[src/sv/cbe_pkg.sv]
package cbe_pkg;

    localparam int FRAC_BITS = 16;
    localparam int Q_W       = 20;
    localparam int CX_W      = 17;
    localparam int TOL_W     = 16;
    localparam int COEF_W    = 24;
    localparam int ACC_W     = 36;
    localparam int NUM_W     = ACC_W + FRAC_BITS;
    localparam int DIV_CW    = $clog2(NUM_W);
    localparam int TDATA_W   = ((Q_W + 7) / 8) * 8;
    localparam int CFG_AW    = 5;
    localparam int CFG_DW    = 32;

    localparam logic signed [Q_W-1:0] Q_ONE = Q_W'(64'd1 << FRAC_BITS);

    localparam logic [CX_W-1:0]  RST_P1X = CX_W'(27525);
    localparam logic [Q_W-1:0]   RST_P1Y = Q_W'(6554);
    localparam logic [CX_W-1:0]  RST_P2X = CX_W'(16384);
    localparam logic [Q_W-1:0]   RST_P2Y = Q_W'(65536);
    localparam logic [TOL_W-1:0] RST_TOL = TOL_W'(16);

    typedef enum logic [2:0] {
        REG_P1X,
        REG_P1Y,
        REG_P2X,
        REG_P2Y,
        REG_TOL
    } reg_idx_t;

    typedef struct packed {
        logic [CX_W-1:0]  p1x;
        logic [Q_W-1:0]   p1y;
        logic [CX_W-1:0]  p2x;
        logic [Q_W-1:0]   p2y;
        logic [TOL_W-1:0] tol;
    } cfg_t;

    typedef enum logic [1:0] {
        LD_AX,
        LD_AX3,
        LD_AY
    } acc_sel_t;

    typedef enum logic [2:0] {
        ADD_ZERO,
        ADD_BX,
        ADD_BX2,
        ADD_CX,
        ADD_BY,
        ADD_CY
    } addend_sel_t;

    typedef enum logic [1:0] {
        OUT_ZERO,
        OUT_ONE,
        OUT_ACC
    } out_sel_t;

    typedef enum logic [1:0] {
        EV_NX,
        EV_NS,
        EV_BX,
        EV_Y
    } eval_mode_t;

    typedef enum logic [3:0] {
        ST_IDLE,
        ST_SETUP,
        ST_N_START,
        ST_EV_MUL,
        ST_EV_ADD,
        ST_N_ERR,
        ST_N_CHK,
        ST_N_SLOPE,
        ST_DIV,
        ST_N_UPD,
        ST_B_INIT,
        ST_B_START,
        ST_B_ERR,
        ST_B_CHK,
        ST_Y_START,
        ST_OUT
    } state_t;

    typedef struct packed {
        logic        x_load;
        logic        coef_load;
        logic        acc_load;
        acc_sel_t    acc_sel;
        logic        mul_en;
        logic        add_en;
        addend_sel_t addend_sel;
        logic        err_load;
        logic        t_from_x;
        logic        div_start;
        logic        div_step;
        logic        t_newton;
        logic        bis_init;
        logic        bis_update;
        logic        out_load;
        out_sel_t    out_sel;
    } cmd_t;

    typedef struct packed {
        logic x_le_zero;
        logic x_ge_one;
        logic err_small;
        logic slope_zero;
        logic bis_open;
    } status_t;

endpackage

[src/sv/cbe_ctrl.sv]
module cbe_ctrl import cbe_pkg::*; #(
    parameter int NEWTON_STEPS = 8,
    parameter int BISECT_STEPS = 24
) (
    input  logic    aclk,
    input  logic    aresetn,
    input  logic    s_tvalid,
    output logic    s_tready,
    output logic    m_tvalid,
    input  logic    m_tready,
    output cmd_t    cmd,
    input  status_t sts
);

    localparam int NCW = $clog2(NEWTON_STEPS + 2);
    localparam int BCW = $clog2(BISECT_STEPS + 2);

    state_t           state_reg, state_next;
    eval_mode_t       mode_reg, mode_next;
    out_sel_t         outsel_reg, outsel_next;
    logic [1:0]       step_reg, step_next;
    logic [NCW-1:0]   n_cnt_reg, n_cnt_next;
    logic [BCW-1:0]   b_cnt_reg, b_cnt_next;
    logic [DIV_CW-1:0] div_cnt_reg, div_cnt_next;
    logic             m_tvalid_reg, m_tvalid_next;
    logic             last_step;
    addend_sel_t      addend;

    assign s_tready = (state_reg == ST_IDLE);
    assign m_tvalid = m_tvalid_reg;

    assign last_step = (mode_reg == EV_NS) ? (step_reg == 2'd1) : (step_reg == 2'd2);

    always_comb begin
        unique case (mode_reg)
            EV_NX, EV_BX: begin
                addend = (step_reg == 2'd0) ? ADD_BX :
                         (step_reg == 2'd1) ? ADD_CX : ADD_ZERO;
            end
            EV_NS: begin
                addend = (step_reg == 2'd0) ? ADD_BX2 : ADD_CX;
            end
            EV_Y: begin
                addend = (step_reg == 2'd0) ? ADD_BY :
                         (step_reg == 2'd1) ? ADD_CY : ADD_ZERO;
            end
            default: begin
                addend = ADD_ZERO;
            end
        endcase
    end

    always_ff @(posedge aclk) begin
        if (!aresetn) begin
            state_reg    <= ST_IDLE;
            mode_reg     <= EV_NX;
            outsel_reg   <= OUT_ZERO;
            step_reg     <= '0;
            n_cnt_reg    <= '0;
            b_cnt_reg    <= '0;
            div_cnt_reg  <= '0;
            m_tvalid_reg <= 1'b0;
        end else begin
            state_reg    <= state_next;
            mode_reg     <= mode_next;
            outsel_reg   <= outsel_next;
            step_reg     <= step_next;
            n_cnt_reg    <= n_cnt_next;
            b_cnt_reg    <= b_cnt_next;
            div_cnt_reg  <= div_cnt_next;
            m_tvalid_reg <= m_tvalid_next;
        end
    end

    always_comb begin
        state_next     = state_reg;
        mode_next      = mode_reg;
        outsel_next    = outsel_reg;
        step_next      = step_reg;
        n_cnt_next     = n_cnt_reg;
        b_cnt_next     = b_cnt_reg;
        div_cnt_next   = div_cnt_reg;
        m_tvalid_next  = m_tvalid_reg && !m_tready;
        cmd            = '0;
        cmd.acc_sel    = LD_AX;
        cmd.addend_sel = addend;
        cmd.out_sel    = outsel_reg;

        unique case (state_reg)
            ST_IDLE: begin
                if (s_tvalid) begin
                    cmd.x_load = 1'b1;
                    state_next = ST_SETUP;
                end
            end
            ST_SETUP: begin
                cmd.coef_load = 1'b1;
                cmd.t_from_x  = 1'b1;
                n_cnt_next    = '0;
                if (sts.x_le_zero) begin
                    outsel_next = OUT_ZERO;
                    state_next  = ST_OUT;
                end else if (sts.x_ge_one) begin
                    outsel_next = OUT_ONE;
                    state_next  = ST_OUT;
                end else begin
                    state_next = ST_N_START;
                end
            end
            ST_N_START: begin
                if (n_cnt_reg == NCW'(NEWTON_STEPS)) begin
                    state_next = ST_B_INIT;
                end else begin
                    cmd.acc_load = 1'b1;
                    cmd.acc_sel  = LD_AX;
                    mode_next    = EV_NX;
                    step_next    = '0;
                    state_next   = ST_EV_MUL;
                end
            end
            ST_EV_MUL: begin
                cmd.mul_en = 1'b1;
                state_next = ST_EV_ADD;
            end
            ST_EV_ADD: begin
                cmd.add_en = 1'b1;
                step_next  = step_reg + 2'd1;
                if (!last_step) begin
                    state_next = ST_EV_MUL;
                end else begin
                    unique case (mode_reg)
                        EV_NX: state_next = ST_N_ERR;
                        EV_NS: state_next = ST_N_SLOPE;
                        EV_BX: state_next = ST_B_ERR;
                        EV_Y: begin
                            outsel_next = OUT_ACC;
                            state_next  = ST_OUT;
                        end
                        default: state_next = ST_IDLE;
                    endcase
                end
            end
            ST_N_ERR: begin
                cmd.err_load = 1'b1;
                state_next   = ST_N_CHK;
            end
            ST_N_CHK: begin
                if (sts.err_small) begin
                    state_next = ST_Y_START;
                end else begin
                    cmd.acc_load = 1'b1;
                    cmd.acc_sel  = LD_AX3;
                    mode_next    = EV_NS;
                    step_next    = '0;
                    state_next   = ST_EV_MUL;
                end
            end
            ST_N_SLOPE: begin
                if (sts.slope_zero) begin
                    state_next = ST_B_INIT;
                end else begin
                    cmd.div_start = 1'b1;
                    div_cnt_next  = '0;
                    state_next    = ST_DIV;
                end
            end
            ST_DIV: begin
                cmd.div_step = 1'b1;
                div_cnt_next = div_cnt_reg + DIV_CW'(1);
                if (div_cnt_reg == DIV_CW'(NUM_W - 1)) begin
                    state_next = ST_N_UPD;
                end
            end
            ST_N_UPD: begin
                cmd.t_newton = 1'b1;
                n_cnt_next   = n_cnt_reg + NCW'(1);
                state_next   = ST_N_START;
            end
            ST_B_INIT: begin
                cmd.bis_init = 1'b1;
                b_cnt_next   = '0;
                state_next   = ST_B_START;
            end
            ST_B_START: begin
                if (b_cnt_reg == BCW'(BISECT_STEPS) || !sts.bis_open) begin
                    state_next = ST_Y_START;
                end else begin
                    cmd.acc_load = 1'b1;
                    cmd.acc_sel  = LD_AX;
                    mode_next    = EV_BX;
                    step_next    = '0;
                    state_next   = ST_EV_MUL;
                end
            end
            ST_B_ERR: begin
                cmd.err_load = 1'b1;
                state_next   = ST_B_CHK;
            end
            ST_B_CHK: begin
                if (sts.err_small) begin
                    state_next = ST_Y_START;
                end else begin
                    cmd.bis_update = 1'b1;
                    b_cnt_next     = b_cnt_reg + BCW'(1);
                    state_next     = ST_B_START;
                end
            end
            ST_Y_START: begin
                cmd.acc_load = 1'b1;
                cmd.acc_sel  = LD_AY;
                mode_next    = EV_Y;
                step_next    = '0;
                state_next   = ST_EV_MUL;
            end
            ST_OUT: begin
                if (!m_tvalid_reg || m_tready) begin
                    cmd.out_load  = 1'b1;
                    m_tvalid_next = 1'b1;
                    state_next    = ST_IDLE;
                end
            end
            default: begin
                state_next = ST_IDLE;
            end
        endcase
    end

endmodule

[src/sv/cbe_datapath.sv]
module cbe_datapath import cbe_pkg::*; (
    input  logic                 aclk,
    input  cfg_t                 cfg,
    input  cmd_t                 cmd,
    output status_t              sts,
    input  logic signed [Q_W-1:0] x_in,
    output logic signed [Q_W-1:0] y_out
);

    localparam int DW = NUM_W + 2;
    localparam logic signed [DW-1:0] LIM_HI = $signed({{(DW-Q_W+1){1'b0}}, {(Q_W-1){1'b1}}});
    localparam logic signed [DW-1:0] LIM_LO = $signed({{(DW-Q_W+1){1'b1}}, {(Q_W-1){1'b0}}});

    function automatic logic signed [Q_W-1:0] sat_q(input logic signed [DW-1:0] v);
        logic signed [Q_W-1:0] r;
        if (v > LIM_HI) begin
            r = LIM_HI[Q_W-1:0];
        end else if (v < LIM_LO) begin
            r = LIM_LO[Q_W-1:0];
        end else begin
            r = v[Q_W-1:0];
        end
        return r;
    endfunction

    logic signed [Q_W-1:0]       x_reg, t_reg, y_reg;
    logic signed [COEF_W-1:0]    ax_reg, bx_reg, cx_reg, ay_reg, by_reg, cy_reg;
    logic signed [COEF_W-1:0]    ax_next, bx_next, cx_next, ay_next, by_next, cy_next;
    logic signed [COEF_W-1:0]    p1x, p2x, p1y, p2y, dx, dy;
    logic signed [ACC_W-1:0]     acc_reg, err_reg, addend, ax_ext;
    logic signed [ACC_W+Q_W-1:0] prod_reg;
    logic [ACC_W-1:0]            err_mag, acc_mag, rem_reg, dvs_reg;
    logic [NUM_W-1:0]            quo_reg;
    logic                        neg_reg;
    logic [ACC_W:0]              rem_shift, rem_diff;
    logic                        rem_ge;
    logic signed [DW-1:0]        quot, t_diff;
    logic [FRAC_BITS:0]          lo_reg, hi_reg, lo_new, hi_new, t_pos;
    logic [FRAC_BITS+1:0]        mid_sum;

    assign p1x = $signed({{(COEF_W-CX_W){1'b0}}, cfg.p1x});
    assign p2x = $signed({{(COEF_W-CX_W){1'b0}}, cfg.p2x});
    assign p1y = $signed({{(COEF_W-Q_W){cfg.p1y[Q_W-1]}}, cfg.p1y});
    assign p2y = $signed({{(COEF_W-Q_W){cfg.p2y[Q_W-1]}}, cfg.p2y});
    assign dx  = p2x - p1x;
    assign dy  = p2y - p1y;

    assign cx_next = (p1x <<< 1) + p1x;
    assign bx_next = (dx <<< 1) + dx - cx_next;
    assign ax_next = COEF_W'(Q_ONE) - cx_next - bx_next;
    assign cy_next = (p1y <<< 1) + p1y;
    assign by_next = (dy <<< 1) + dy - cy_next;
    assign ay_next = COEF_W'(Q_ONE) - cy_next - by_next;

    assign ax_ext = ACC_W'(ax_reg);

    always_comb begin
        unique case (cmd.addend_sel)
            ADD_BX:  addend = ACC_W'(bx_reg);
            ADD_BX2: addend = ACC_W'(bx_reg) <<< 1;
            ADD_CX:  addend = ACC_W'(cx_reg);
            ADD_BY:  addend = ACC_W'(by_reg);
            ADD_CY:  addend = ACC_W'(cy_reg);
            default: addend = '0;
        endcase
    end

    assign err_mag = err_reg[ACC_W-1] ? ACC_W'(-err_reg) : ACC_W'(err_reg);
    assign acc_mag = acc_reg[ACC_W-1] ? ACC_W'(-acc_reg) : ACC_W'(acc_reg);

    assign rem_shift = {rem_reg, quo_reg[NUM_W-1]};
    assign rem_diff  = rem_shift - {1'b0, dvs_reg};
    assign rem_ge    = (rem_shift >= {1'b0, dvs_reg});

    assign quot   = neg_reg ? -$signed({2'b00, quo_reg}) : $signed({2'b00, quo_reg});
    assign t_diff = DW'(t_reg) - quot;

    assign t_pos   = t_reg[FRAC_BITS:0];
    assign lo_new  = err_reg[ACC_W-1] ? t_pos : lo_reg;
    assign hi_new  = err_reg[ACC_W-1] ? hi_reg : t_pos;
    assign mid_sum = {1'b0, lo_new} + {1'b0, hi_new};

    assign sts.x_le_zero  = x_reg[Q_W-1] || (x_reg == '0);
    assign sts.x_ge_one   = (x_reg >= Q_ONE);
    assign sts.err_small  = (err_mag < ACC_W'(cfg.tol));
    assign sts.slope_zero = (acc_reg == '0);
    assign sts.bis_open   = (lo_reg < hi_reg);

    assign y_out = y_reg;

    always_ff @(posedge aclk) begin
        if (cmd.x_load) begin
            x_reg <= x_in;
        end
        if (cmd.coef_load) begin
            ax_reg <= ax_next;
            bx_reg <= bx_next;
            cx_reg <= cx_next;
            ay_reg <= ay_next;
            by_reg <= by_next;
            cy_reg <= cy_next;
        end
        if (cmd.acc_load) begin
            unique case (cmd.acc_sel)
                LD_AX:   acc_reg <= ax_ext;
                LD_AX3:  acc_reg <= (ax_ext <<< 1) + ax_ext;
                LD_AY:   acc_reg <= ACC_W'(ay_reg);
                default: acc_reg <= '0;
            endcase
        end else if (cmd.add_en) begin
            acc_reg <= $signed(prod_reg[FRAC_BITS+ACC_W-1:FRAC_BITS]) + addend;
        end
        if (cmd.mul_en) begin
            prod_reg <= acc_reg * t_reg;
        end
        if (cmd.err_load) begin
            err_reg <= acc_reg - ACC_W'(x_reg);
        end
        if (cmd.div_start) begin
            neg_reg <= err_reg[ACC_W-1] ^ acc_reg[ACC_W-1];
            quo_reg <= NUM_W'(err_mag) << FRAC_BITS;
            rem_reg <= '0;
            dvs_reg <= acc_mag;
        end else if (cmd.div_step) begin
            rem_reg <= rem_ge ? rem_diff[ACC_W-1:0] : rem_shift[ACC_W-1:0];
            quo_reg <= {quo_reg[NUM_W-2:0], rem_ge};
        end
        if (cmd.bis_init) begin
            lo_reg <= '0;
            hi_reg <= Q_ONE[FRAC_BITS:0];
        end else if (cmd.bis_update) begin
            lo_reg <= lo_new;
            hi_reg <= hi_new;
        end
        priority if (cmd.t_from_x || cmd.bis_init) begin
            t_reg <= x_reg;
        end else if (cmd.t_newton) begin
            t_reg <= sat_q(t_diff);
        end else if (cmd.bis_update) begin
            t_reg <= $signed(Q_W'(mid_sum[FRAC_BITS+1:1]));
        end
        if (cmd.out_load) begin
            unique case (cmd.out_sel)
                OUT_ONE:  y_reg <= Q_ONE;
                OUT_ACC:  y_reg <= sat_q(DW'(acc_reg));
                default:  y_reg <= '0;
            endcase
        end
    end

endmodule

[src/sv/cubic_bezier_easing_eval.sv]
// Unit cubic Bezier easing curve evaluator, end points (0,0) and (1,1).
// Input stream s_*: one progress value x per transfer, signed Q4.16.
// Output stream m_*: one curve value y per input transfer, signed Q4.16.
// The APB port holds the two control points and the solver tolerance; write
// it only while no item is in flight.
// One item is processed at a time; s_tready is high only while idle.
// An x at or below 0 or at or above 1 skips the solver: the setup state
// passes it straight to the output state. Otherwise the result waits on the
// solver loops: each polynomial evaluation runs a multiply state and an add
// state per term on one shared multiplier, and each Newton step adds a
// radix-2 divider. With the default limits, up to 8 Newton steps run and
// then, unless the error is already within the tolerance, up to 24 bisection steps.
// The result sits in an output register; while the receiver stalls it is
// held, and the next input is still taken and solved, waiting at the end
// until the register is free.
// Synchronous reset clears the controller and restores the reset values of
// the configuration registers; no result is pending after reset.
module cubic_bezier_easing_eval import cbe_pkg::*; #(
    parameter int NEWTON_STEPS = 8,
    parameter int BISECT_STEPS = 24
) (
    input  logic               aclk,
    input  logic               aresetn,
    input  logic               s_tvalid,
    output logic               s_tready,
    input  logic [TDATA_W-1:0] s_tdata,   // [19:0] x_in
    output logic               m_tvalid,
    input  logic               m_tready,
    output logic [TDATA_W-1:0] m_tdata,   // [19:0] y_out
    input  logic               psel,
    input  logic               penable,
    input  logic               pwrite,
    input  logic [CFG_AW-1:0]  paddr,
    input  logic [CFG_DW-1:0]  pwdata,
    output logic [CFG_DW-1:0]  prdata,
    output logic               pready
);

    cfg_t                  cfg_reg;
    cmd_t                  cmd;
    status_t               sts;
    reg_idx_t              reg_idx;
    logic                  cfg_wr;
    logic signed [Q_W-1:0] y_out;

    assign pready  = 1'b1;
    assign cfg_wr  = psel && penable && pwrite;
    assign reg_idx = reg_idx_t'(paddr[CFG_AW-1:2]);

    always_ff @(posedge aclk) begin
        if (!aresetn) begin
            cfg_reg.p1x <= RST_P1X;
            cfg_reg.p1y <= RST_P1Y;
            cfg_reg.p2x <= RST_P2X;
            cfg_reg.p2y <= RST_P2Y;
            cfg_reg.tol <= RST_TOL;
        end else if (cfg_wr) begin
            unique case (reg_idx)
                REG_P1X: cfg_reg.p1x <= pwdata[CX_W-1:0];
                REG_P1Y: cfg_reg.p1y <= pwdata[Q_W-1:0];
                REG_P2X: cfg_reg.p2x <= pwdata[CX_W-1:0];
                REG_P2Y: cfg_reg.p2y <= pwdata[Q_W-1:0];
                REG_TOL: cfg_reg.tol <= pwdata[TOL_W-1:0];
                default: ;
            endcase
        end
    end

    always_comb begin
        unique case (reg_idx)
            REG_P1X: prdata = CFG_DW'(cfg_reg.p1x);
            REG_P1Y: prdata = CFG_DW'(cfg_reg.p1y);
            REG_P2X: prdata = CFG_DW'(cfg_reg.p2x);
            REG_P2Y: prdata = CFG_DW'(cfg_reg.p2y);
            REG_TOL: prdata = CFG_DW'(cfg_reg.tol);
            default: prdata = '0;
        endcase
    end

    cbe_ctrl #(
        .NEWTON_STEPS (NEWTON_STEPS),
        .BISECT_STEPS (BISECT_STEPS)
    ) u_ctrl (
        .aclk     (aclk),
        .aresetn  (aresetn),
        .s_tvalid (s_tvalid),
        .s_tready (s_tready),
        .m_tvalid (m_tvalid),
        .m_tready (m_tready),
        .cmd      (cmd),
        .sts      (sts)
    );

    cbe_datapath u_datapath (
        .aclk  (aclk),
        .cfg   (cfg_reg),
        .cmd   (cmd),
        .sts   (sts),
        .x_in  ($signed(s_tdata[Q_W-1:0])),
        .y_out (y_out)
    );

    assign m_tdata = {{(TDATA_W-Q_W){1'b0}}, y_out};

endmodule

[config.mk]
export PLATFORM = sky130hd
export DESIGN_NAME = cubic_bezier_easing_eval
export DESIGN_NICKNAME = d
export VERILOG_FILES = /design/src/sv/cbe_pkg.sv /design/src/sv/cbe_ctrl.sv /design/src/sv/cbe_datapath.sv /design/src/sv/cubic_bezier_easing_eval.sv
export SDC_FILE = /design/constraint.sdc
export NUM_CORES = 2
export LEC_CHECK = 0
export BUFFER_PORTS_ARGS = -buffer_cell sky130_fd_sc_hd__buf_2
export CAP_MARGIN = 10
export CORE_MARGIN = 1
export CORE_UTILIZATION = 55
export DETAILED_ROUTE_END_ITERATION = 8
export PLACE_DENSITY = 0.67
export SYNTH_ARGS = -nofsm -noshare
export SYNTH_HDL_FRONTEND = slang
export SYNTH_SLANG_ARGS = --single-unit
[constraint.sdc]
create_clock -name aclk -period 16.44 [get_ports aclk]
set_input_delay 1.644 -clock aclk [delete_from_list [all_inputs] [get_ports aclk]]
set_output_delay 1.644 -clock aclk [all_outputs]
set_load 0.005 [all_outputs]
# Word level (Yosys, flattened, before mapping)
# Index checks and enable logic that the tools add are counted.
totals:
  ff_bits: 603
  latch_bits: 0
  mem_bits_rw: 0
  mem_bits_ro: 0
  in_bits: 68
  output_inout_bits: 59
  word_cells: 233
  mem_count: 0
op_classes:
  addsub: 25
  multipliers: 1
  div_mod_pow: 0
  order_cmp: 8
  eq_ne: 47
  shifts: 0
  muxes: 79
  bitwise_logic: 1
  reduce_logical: 39
op_table:
  columns: ["cell", "count"]
  rows:
  - ["one-hot mux 36 bit (5 select lines)", 1]
  - ["2-to-1 mux 36 bit", 4]
  - ["2-to-1 mux 20 bit", 7]
  - ["one-hot mux 36 bit (3 select lines)", 1]
  - ["2-to-1 mux 52 bit", 2]
  - ["one-hot mux 20 bit (5 select lines)", 1]
  - ["subtractor 24 bit", 4]
  - ["negation 36 bit", 2]
  - ["one-hot mux 4 bit (16 select lines)", 1]
  - ["> comparator 54 x 20 -> 1 bit, second input constant", 1]
  - ["< comparator 54 x 20 -> 1 bit, second input constant", 1]
  - ["2-to-1 mux 54 bit", 1]
  - ["negation 52 -> 54 bit", 1]
  - ["subtractor 20 x 54 -> 54 bit", 1]
  - ["multiplier 36 x 20 -> 52 bit", 1]
  - ["adder 24 bit", 2]
  - ["subtractor 18 x 24 -> 24 bit, first input constant", 2]
  - ["one-hot mux 20 bit (2 select lines)", 1]
  - ["greater-or-equal comparator 37 x 36 -> 1 bit", 1]
  - ["adder 36 bit", 1]
  - ["equality test 4 bit, second input constant", 9]
  - ["> comparator 36 x 20 -> 1 bit, second input constant", 1]
  - ["logical NOT 36 bit", 1]
  - ["< comparator 36 x 16 -> 1 bit", 1]
  - ["61 further kinds", 152]

# Longest topological paths before layout
logic_depth:
  ltp_word: 9
  ltp_mapped: 35
  depth_no_buf: 35

# Hierarchy
# A second synthesis with hierarchy kept.
hier_totals:
  hier_cells: 7624
  hier_area_um2: 68828.5
by_module_without_submodules:
  columns: ["module", "instances", "cells_per_inst", "area_each_um2", "seq_area_each_um2"]
  rows:
  - ["cbe_datapath", 1, 6952, 62824.0, 13072.5]
  - ["cubic_bezier_easing_eval", 1, 449, 4239.1, 1801.7]
  - ["cbe_ctrl", 1, 223, 1765.4, 520.5]

# Worst setup path after synthesis
# No wires, ideal clock.
synth_path:
  path_type: "flip-flop to flip-flop"
  from: "register u_ctrl.state_reg[2]"
  to: "register u_datapath.t_reg[4], data pin"
  setup_ns: 0.146
  arrival_time_ns: 8.776
  t_required_ns: 16.294
  slack_ns: 7.518
  stages_incl_launch_ff: 10
  path_buffers: 2
  period_less_slack_ns: 8.922
  cell_sequence: "dfxtp_1 clkbuf_1 nor2_1 nand2_1 nor2_1 nor2_1 nand2_1 clkbuf_1 o22ai_1 a21oi_1"
synth_via:
  elab_chain_len: 4
  word_cells_on_any_way: 9
  classes_between: "eq/ne (3); mux (5); reduce/logical (1)"
synth_rtl:
  columns: ["item", "line", "text"]
  rows:
  - ["from (decl)", "cbe_ctrl.sv:18", "state_t state_reg, state_next;"]
  - ["from (signal assigned)", "cbe_ctrl.sv:64", "state_reg <= state_next;"]
  - ["equality test 4 bit / equality test 4 x 1 -> 1 bit (equally long branches)", "cbe_ctrl.sv:89", "unique case (state_reg)"]
  - ["2-to-1 mux 1 bit", "cbe_ctrl.sv:89", null]
  - ["2-to-1 mux 20 bit / logical OR 1 bit (equally long branches)", "cbe_datapath.sv:137, cbe_datapath.sv:135", null]
  - ["2-to-1 mux 20 bit (*)", "cbe_datapath.sv:135", "priority if (cmd.t_from_x || cmd.bis_init) begin"]
  - ["to (signal assigned)", "cbe_datapath.sv:136", "t_reg <= x_reg;"]
  - ["to (signal assigned)", "cbe_datapath.sv:138", "t_reg <= sat_q(t_diff);"]
  - ["to (signal assigned)", "cbe_datapath.sv:140", "t_reg <= $signed(Q_W'(mid_sum[FRAC_BITS+1:1]));"]
  - ["to (decl)", "cbe_datapath.sv:26", "logic signed [Q_W-1:0] x_reg, t_reg, y_reg;"]
# Mark *: on every way between the ends. The rest lies on a longest branch, timed or not.
# A chain may end at the register's enable or synchronous reset.

# Worst setup path in the final report
layout_path:
  from: "register u_datapath.t_reg[19]"
  to: "register u_datapath.prod_reg[50], data pin"
layout_via:
  elab_chain_len: 1
layout_rtl:
  columns: ["item", "line", "text"]
  rows:
  - ["multiplier 36 x 20 -> 52 bit", "cbe_datapath.sv:114", "prod_reg <= acc_reg * t_reg;"]
  - ["to (signal assigned)", "cbe_datapath.sv:114", null]
  - ["to (decl)", "cbe_datapath.sv:31", "logic signed [ACC_W+Q_W-1:0] prod_reg;"]
# Every way passes these cells.

==> results.md <==
- Largest area contributor in the netlist: fa_1
- Via count: 54,059
- Fillers: 10,787
- Placed insts: 9,159
- Post-cts resize count: 0
- DR WL/cell: 20.47 um
- All-layer global routing usage: 0.3088
- Critical path launch point type: flip-flop
- Clock Latency Late Sink: 0.69 ns
- Antenna viol nets, final: 0
- Max_cap viols: 0
- Yosys warning count: 0
- GPL Wtd Cong: 0.9220
- Largest net degree at the start of global routing: 75
- Cell mode on critical path: fa_1
- Setup Total Neg Slack: 0 ns
- Post-synth top flop: edfxtp_1
- Hold WC Path Type: flip-flop to flip-flop
- Depth of the worst hold-timing path: 1
- Hold Vio Cnt, Final: 0
- Crit path arrival time: 9.90 ns
- Hold_buf cts: 0
- Share of cells above drive strength 1: 0.05361
- Synth Instances: 7,675
- Synth top area share: 0.2117
- Worst-margin pin slew: 1.202 ns
- Rows: 128
- Post-route clock skew: 0.04169 ns
- Clock Sinks: 580
- Worst Path Required: 16.85 ns
- Routed Wire Length: 190,300 um
- Crit Path Category: flip-flop to flip-flop
- Final Cycle Share: 0.5773
- Worst path depth: 24
- Post-synth top cells: 1,170 x inv_1, 857 x nand2_1, 719 x fa_1, 577 x ha_1, 433 x nor2_1
- Final std cells w/o fill: 9,295
- Synth top area cells: fa_1 21%, edfxtp_1 17%, ha_1 11%
- Mean area per synthesized cell: 8.860 um^2
- Initial core utilization: 0.5565
- I/O Buffers: 91
- Largest stage delay on the critical path: 0.58 ns
- Slowest CP cell: buf_4
- Worst relative slew slack: 0.1971
- Family with the most delay on the worst path: adder cells
- # IOs: 127
- Critical Path Fanout Max: 43
- DRT iter0 DRCs: 4,641
- CTS tree: done
- Initial antenna violation count: 5
- Largest register FFs: 90
- Post-synth EDFFs: 378
- H-Tree Depth: 3
- Post-route DRC: 0
- Inserted Clock Buffers: 71
- DR vias/cell: 5.816
- Vias in the first global route: 54,029
- Die height: 353.6 um
- Fmax: 105.4 MHz
- Die footprint: 125,100 um^2
- Cell Area, Synth: 68,000 um^2
- RSZ-0062 raised after global routing: no
- #FFs+latches synth: 580
- WP buf/inv: 2
- Horiz. Die Dim: 353.6 um
- CTS root buf: clkbuf_16
- Outcome: complete, no violations
- Async S/R FF share, synth: 0
- R2R depth: 24
- Most frequent cell after synthesis: inv_1
- Post-DP HPWL: 141,500 um
- GR Overflow Total: 0
- Yosys cell types: 88
- Clock buffer depth: 3
- Register area share after synthesis: 0.2264
- First-pass GRT wire length: 303,500 um
- Worst setup EP type: flip-flop
- Core ar.: 122,200 um^2
- Post-CTS setup buffers: 0
- Critical-path cell list: buf_4, inv_2, nor2_1, fa_1, fa_1, fa_1, fa_1, fa_1, fa_1, fa_1, ha_1, a21oi_1, o21ai_0, nor4_1, o2bb2ai_1, a41o_1, o211ai_1, nand4_1, a21oi_1, o31ai_1, o21ai_0, a41o_1, or2_2, a311o_1
- # setup viols final: 0
- Fin crit period: 9.491 ns
- Reg clk slew, reported paths: 0.07 ns
- Syn-to-layout area delta: 6.604%
- TritonRoute pass-1 iters: 7
- Max-slew violations: 0
- Post-layout nets: 8,972
==> stage by stage <==
step | area [um^2] | setup WS (ns) | util | hold WS (ns)
finish | 72490 | 6.949 | 0.5932 | 0.4717
global route | 72480 | 6.512 | 0.5932 | 0.4937
CTS | 72460 | 6.999 | 0.5930 | 0.4756
detailed placement | 69980 | 7.064 | 0.5727 | 0.4662
global placement | 69980 | 7.222 | 0.5727 | 0.4570
floorplan | 68060 | 7.518 | - | 0.4314
==> layer usage <==
layer,part of all wire,track usage
met1,0.42,0.4075
met4,0.036,0.1023
met2,0.47,0.5137
met5,0,0
met3,0.074,0.05330
==> final cells by class <==
type / count / area [um^2] / share of cell area
Sequential cell: 580 / 15390 / 0.2124
Multi-Input combinational cell: 5600 / 47020 / 0.6486
Antenna cell: 4 / 10.01 / 0.0001381
Clock inverter: 35 / 385.4 / 0.005316
Timing Repair Buffer: 183 / 1164 / 0.01605
Tap cell: 1625 / 2033 / 0.02805
Inverter: 1172 / 4399 / 0.06068
Clock buffer: 96 / 2088 / 0.02881
==> final timing paths <==
kind,startpoint,to,slack (ns)
worst max-delay path,u_datapath.t_reg[19],u_datapath.prod_reg[50],6.95
worst min-delay path,u_ctrl.div_cnt_reg[5],u_ctrl.div_cnt_reg[5],0.47
worst max register to register,u_datapath.t_reg[19],u_datapath.prod_reg[50],6.95
worst min register to register,u_ctrl.div_cnt_reg[5],u_ctrl.div_cnt_reg[5],0.47
==> kinds of logic (layout without fill, tap and decap cells) <==
| family | after synthesis | in the layout | synth area share |
|---|---|---|---|
| and+or+nand+nor | 2241 | 2241 | 0.1563 |
| xor gates and xnor gates | 474 | 474 | 0.06105 |
| buffers and inverters | 1510 | 1486 | 0.08445 |
| other | 2 | 21 | 0.0001104 |
| AOI/OAI and AO/OA | 1482 | 1482 | 0.1395 |
| DFF | 580 | 580 | 0.2264 |
| adders and majority gates | 1296 | 1296 | 0.3178 |
| muxes | 90 | 90 | 0.01437 |
==> layout by cell type (no fill, tap or decap), types with 202 or more instances in the layout <==
cell	n
xnor2_1	290
ha_1	577
nand2_1	857
and2_1	367
nor2_1	425
o21ai_0	319
dfxtp_1	202
fa_1	719
a21oi_1	424
edfxtp_1	378
inv_1	1169
Power is left out: the tool's default activity adds up to more than one toggle a clock period on the data nets, which glitch-free logic cannot reach.
